==> src/rtl/jsrl_pkg.sv <==
// Shared types and constants for the joint setpoint rate limiter.
package jsrl_pkg;

  localparam int POS_W      = 32;
  localparam int JIDX_W     = 4;
  localparam int CMD_W      = 3;
  localparam int STEP_W     = 25;
  localparam int MSQ_W      = 2 * STEP_W;
  localparam int DIFF_W     = POS_W + 1;
  localparam int SQ_W       = 2 * POS_W;
  localparam int SUM_W      = SQ_W + 4;
  localparam int NORM_W     = SUM_W / 2;
  localparam int PROD_W     = POS_W + STEP_W;
  localparam int SQRT_STEPS = NORM_W;
  localparam int DIV_STEPS  = PROD_W;
  localparam int ITER_W     = 6;

  localparam logic [STEP_W-1:0] MAX_STEP_RST = STEP_W'(8389);

  localparam logic [CMD_W-1:0] CMD_SET_TARGET = 3'd0;
  localparam logic [CMD_W-1:0] CMD_SEED       = 3'd1;
  localparam logic [CMD_W-1:0] CMD_SET_LOWER  = 3'd2;
  localparam logic [CMD_W-1:0] CMD_SET_UPPER  = 3'd3;
  localparam logic [CMD_W-1:0] CMD_TICK       = 3'd4;

  typedef enum logic [3:0] {
    OP_NONE, OP_WRITE, OP_CLR, OP_MAG, OP_SQ, OP_ACC, OP_CMP,
    OP_SQRT_STEP, OP_PROD, OP_DIV_INIT, OP_DIV_STEP, OP_APPLY
  } dp_op_t;

  typedef enum logic [3:0] {
    ST_IDLE, ST_MAG1, ST_SQ, ST_ACC, ST_CMP, ST_SQRT,
    ST_MAG2, ST_PROD, ST_DIVLD, ST_DIV, ST_APPLY
  } ctrl_state_t;

  typedef struct packed {
    dp_op_t              op;
    logic [JIDX_W-1:0]   joint;
  } dp_cmd_t;

  typedef struct packed {
    logic over;
    logic limited;
    logic out_busy;
  } dp_stat_t;

endpackage

==> src/rtl/jsrl_ctrl.sv <==
// Controller: sequences the two joint passes, the root and the divisions of a tick.
module jsrl_ctrl import jsrl_pkg::*; #(
  parameter int JOINTS = 7
) (
  input  logic             clk,
  input  logic             rst_n,
  input  logic             in_valid,
  input  logic [CMD_W-1:0] in_command,
  output logic             in_ready,
  output dp_cmd_t          cmd,
  input  dp_stat_t         stat
);

  ctrl_state_t        state_r, state_nxt;
  logic [JIDX_W-1:0]  joint_r, joint_nxt;
  logic [ITER_W-1:0]  iter_r, iter_nxt;
  logic               last_j;

  assign last_j = (joint_r == JIDX_W'(JOINTS - 1));

  // hold state and counters
  always_ff @(posedge clk) begin
    if (!rst_n) begin
      state_r <= ST_IDLE;
      joint_r <= '0;
      iter_r  <= '0;
    end else begin
      state_r <= state_nxt;
      joint_r <= joint_nxt;
      iter_r  <= iter_nxt;
    end
  end

  // next state
  always_comb begin
    state_nxt = state_r;
    joint_nxt = joint_r;
    iter_nxt  = iter_r;
    case (state_r)
      ST_IDLE: begin
        if (in_valid && in_command == CMD_TICK) begin
          state_nxt = ST_MAG1;
          joint_nxt = '0;
        end
      end
      ST_MAG1: state_nxt = ST_SQ;
      ST_SQ:   state_nxt = ST_ACC;
      ST_ACC: begin
        if (last_j) begin
          state_nxt = ST_CMP;
          joint_nxt = '0;
        end else begin
          state_nxt = ST_MAG1;
          joint_nxt = joint_r + JIDX_W'(1);
        end
      end
      ST_CMP: begin
        iter_nxt  = '0;
        state_nxt = stat.over ? ST_SQRT : ST_MAG2;
      end
      ST_SQRT: begin
        iter_nxt = iter_r + ITER_W'(1);
        if (iter_r == ITER_W'(SQRT_STEPS - 1)) begin
          state_nxt = ST_MAG2;
        end
      end
      ST_MAG2: state_nxt = stat.limited ? ST_PROD : ST_APPLY;
      ST_PROD: state_nxt = ST_DIVLD;
      ST_DIVLD: begin
        iter_nxt  = '0;
        state_nxt = ST_DIV;
      end
      ST_DIV: begin
        iter_nxt = iter_r + ITER_W'(1);
        if (iter_r == ITER_W'(DIV_STEPS - 1)) begin
          state_nxt = ST_APPLY;
        end
      end
      ST_APPLY: begin
        if (!stat.out_busy) begin
          if (last_j) begin
            state_nxt = ST_IDLE;
          end else begin
            state_nxt = ST_MAG2;
            joint_nxt = joint_r + JIDX_W'(1);
          end
        end
      end
      default: state_nxt = ST_IDLE;
    endcase
  end

  // datapath commands
  always_comb begin
    in_ready  = 1'b0;
    cmd.op    = OP_NONE;
    cmd.joint = joint_r;
    case (state_r)
      ST_IDLE: begin
        in_ready = 1'b1;
        if (in_valid) begin
          cmd.op = (in_command == CMD_TICK) ? OP_CLR : OP_WRITE;
        end
      end
      ST_MAG1:  cmd.op = OP_MAG;
      ST_SQ:    cmd.op = OP_SQ;
      ST_ACC:   cmd.op = OP_ACC;
      ST_CMP:   cmd.op = OP_CMP;
      ST_SQRT:  cmd.op = OP_SQRT_STEP;
      ST_MAG2:  cmd.op = OP_MAG;
      ST_PROD:  cmd.op = OP_PROD;
      ST_DIVLD: cmd.op = OP_DIV_INIT;
      ST_DIV:   cmd.op = OP_DIV_STEP;
      ST_APPLY: cmd.op = stat.out_busy ? OP_NONE : OP_APPLY;
      default:  cmd.op = OP_NONE;
    endcase
  end

  // the root is only taken for a step vector above the limit
  a_sqrt_limited: assert property (@(posedge clk) disable iff (!rst_n)
    state_r == ST_SQRT |-> stat.limited)
    else $error("root taken without limiting");

  // the joint counter stays in range during a tick
  a_joint_range: assert property (@(posedge clk) disable iff (!rst_n)
    state_r != ST_IDLE |-> joint_r <= JIDX_W'(JOINTS - 1))
    else $error("joint counter out of range");

endmodule
==> config.mk <==
export PLATFORM = sky130hd
export DESIGN_NAME = jsrl_ctrl
export DESIGN_NICKNAME = d
export VERILOG_FILES = /design/src/rtl/jsrl_pkg.sv /design/src/rtl/jsrl_ctrl.sv
export SDC_FILE = /design/constraint.sdc
export NUM_CORES = 1
export LEC_CHECK = 0
export BUFFER_PORTS_ARGS = -buffer_cell sky130_fd_sc_hd__clkbuf_2
export CAP_MARGIN = 5
export CORE_MARGIN = 5
export CORE_UTILIZATION = 30
export CTS_BUF_LIST = sky130_fd_sc_hd__clkbuf_16
export DETAILED_ROUTE_END_ITERATION = 8
export HOLD_SLACK_MARGIN = 0.08
export SYNTH_ARGS = -nofsm -noshare
export SYNTH_HDL_FRONTEND = slang
export SYNTH_SLANG_ARGS = --single-unit
export TNS_END_PERCENT = 30
==> constraint.sdc <==
create_clock -name clk -period 2 [get_ports clk]
set_input_delay 0.3 -clock clk [delete_from_list [all_inputs] [get_ports clk]]
set_output_delay 0.3 -clock clk [all_outputs]
set_load 0.02 [all_outputs]
==> flow_summary.json <==
{
  "power_density_nw_per_um2": 1040,
  "cp-end-kind": "output port",
  "htree_levels": 1,
  "tns_ps": 0,
  "period_needed_ps": 1850,
  "ys_ff_latch": 14,
  "cp.arrival_ps": 1550,
  "rsz0062_at_grt": "false",
  "multi_input_area_um2": 777,
  "holdBufCountCts": 0,
  "syn_avg_cell_area_um2": 8.00,
  "drive_above_1_share_pct": 24.1,
  "fin_skew_ps": 4.76,
  "worst_hold_slack_ps": 350,
  "place_area_um2": 1290,
  "critical-path-max-stage-delay_ps": 480,
  "required_ps": 1700,
  "synth.distinct_cells": 53,
  "ctsResizeCount": 1,
  "setup_viol": 0,
  "p_sw_uw": 562,
  "async_flop_share_pct": 0,
  "p_sw_share_pct": 39.3,
  "status": "completed",
  "clk_path_buf_depth": 2,
  "setup_slack_ps": 151,
  "antenna_cells": 0,
  "drt_iter0_markers": 42,
  "hpwlAfterDp_mm": 2.02,
  "cp_cell_sequence": "buf_4, nand2_1, xor2_1, o32ai_1, clkbuf_2",
  "clkLatencyLatePin_ps": 240,
  "die_h_um": 71.3,
  "top_layer_used": "met4",
  "place.gp.congestion": 0.853,
  "slew_headroom_pct": 71.3,
  "grt_usage_pct": 11.3,
  "clockRootBuffer": "clkbuf_16",
  "dpl.cell_count": 206,
  "reg2reg_to": "joint_r[1]",
  "fmax_ghz": 0.541,
  "p_comb_share_pct": 47.5,
  "synth_nets": 155,
  "worstHoldStart": "stat[0]",
  "die_area_um2": 5090,
  "worst_path_max_delay_cell": "dfxtp_2",
  "synth_seq_area_share_pct": 24.8,
  "cts_sinks": 14,
  "coreArea_um2": 3660,
  "fillCellCount": 384,
  "grt_antenna_before_repair": 0,
  "post_cts_buffers": 0,
  "syn_to_final_growth_pct": 21.5,
  "routed-wl-met2_mm": 1.20,
  "final_cell_area_um2": 1370,
  "finalHoldViolations": 0,
  "viasPerCell": 5.05,
  "drcViolationCount": 0,
  "wl_per_cell_um": 13.1,
  "wl_met1_mm": 1.41,
  "final_cells": 210,
  "rrSetupSlack_ps": 270,
  "synth-edff-count": 0,
  "whs_endpoint": "state_r[1]",
  "maxCapViolCount": 0,
  "wirelength_mm": 2.75,
  "ir_worst_vdd_uv": 349,
  "worstSetupStartpointType": "register",
  "grt_pass1_wl_mm": 4.83,
  "io-pin-count": 18,
  "power.leakage_nw": 0.587,
  "cts_tree": "done",
  "dr.pass1.iters": 4,
  "critPathMaxFanout": 14,
  "grt_max_degree": 17,
  "initial_utilization_pct": 30.8,
  "final_cell_mix": "clkbuf_2 (17), nor2_1 (13), nand2_1 (12), dfxtp_1 (11), buf_4 (8)",
  "seq_area_um2": 284,
  "clk_pin_slew_ps": 50,
  "hold_path_class": "primary input to register",
  "wl_met3_um": 111,
  "syn_area_um2": 1130,
  "synthCells": 141,
  "finalCritPeriodShare_pct": 92.4,
  "reg2reg_from": "state_r[0]",
  "yosysWarnings": 0,
  "rows": 22,
  "power_frac_seq_pct": 25.6,
  "min_delay_path_depth": 3,
  "maxSlewViolCount": 0,
  "p_int_uw": 870,
  "final_common_cell": "clkbuf_2",
  "numPortBuffers": 17,
  "critPathKind": "register to output port",
  "grt.overflow.total": 0,
  "clock_power_share_pct": 26.9,
  "r2r_cells": 5,
  "synthFlopType": "dfxtp_1",
  "cts_made_buffers": 3,
  "grt_pass1_vias": 1036,
  "antenna_left": 0,
  "num_vias": 1060,
  "worst_slew_pin_slew_ps": 426,
  "pre_cts_slack_ps": 244,
  "finalNetCount": 177,
  "dieWidth_um": 71.3
}
synthesized netlist by cell type (4+ instances only):
library cell / number / area share, %
a21oi_1: 6 / 2.7
a31oi_1: 4 / 2.2
and2_1: 4 / 2.2
dfxtp_1: 14 / 25
ha_1: 5 / 5.5
inv_1: 6 / 2.0
nand2_1: 12 / 4.0
nor2_1: 13 / 4.3
nor2b_1: 6 / 3.3
o21ai_0: 7 / 3.1
worst max-delay path, delay by kind of cell (launching register included):
family / cells / cell delay (ps)
compound gates: 1 / 120
simple gates: 1 / 120
xor+xnor: 1 / 160
buf+inv: 2 / 430
flops: 1 / 480
through the flow:
stage	total power, mW	utilization (%)
floorplan	0.842	-
global placement	1.04	35.1
detailed placement	1.04	35.1
CTS	1.44	37.3
global route	1.53	37.5
finish	1.43	37.5
logic make-up after synthesis:
kind of cell	count (synthesis)	share of synthesized area (%)
compound gates	42	27.0
xor+xnor	4	3.10
fa+ha+maj	5	5.54
buf+inv	15	6.54
flops	14	24.8
mux	3	2.66
simple gates	58	30.3
flip-flops by register name, summed over array words and instances (netlist names):
signal / count
iter_r: 6
joint_r: 4
state_r: 4
layout make-up:
cell class / instances / area share [%]
Clock buffer: 3 / 5.47
Multi-Input combinational cell: 112 / 56.7
Sequential cell: 14 / 20.7
Inverter: 7 / 1.92
Clock inverter: 1 / 0.274
Tap cell: 48 / 4.38
Timing Repair Buffer: 25 / 10.6
worst max path at each step:
stage                          start         end
final                     state_r[1]      cmd[4]
after global routing      state_r[0]      cmd[5]
after CTS                 state_r[0]      cmd[5]
after detailed placement  state_r[1]  joint_r[1]
after global placement    state_r[3]  joint_r[1]
after floorplan           state_r[3]      cmd[4]
power groups by stage:
stage / sequential [mW] / clock (mW) / combinational, mW
after floorplan: 0.325 / 0 / 0.517
after global placement: 0.366 / 0 / 0.670
after detailed placement: 0.366 / 0 / 0.672
after CTS: 0.363 / 0.392 / 0.681
after global routing: 0.372 / 0.406 / 0.751
final: 0.367 / 0.386 / 0.680
layer usage:
layer	track usage, %	vias to the layer above
met5	0	-
met4	3.97	0
met3	1.68	2
met2	17.7	17
met1	15.7	488
li1	-	553
No activity file was read; power rests on OpenSTA's default activity.
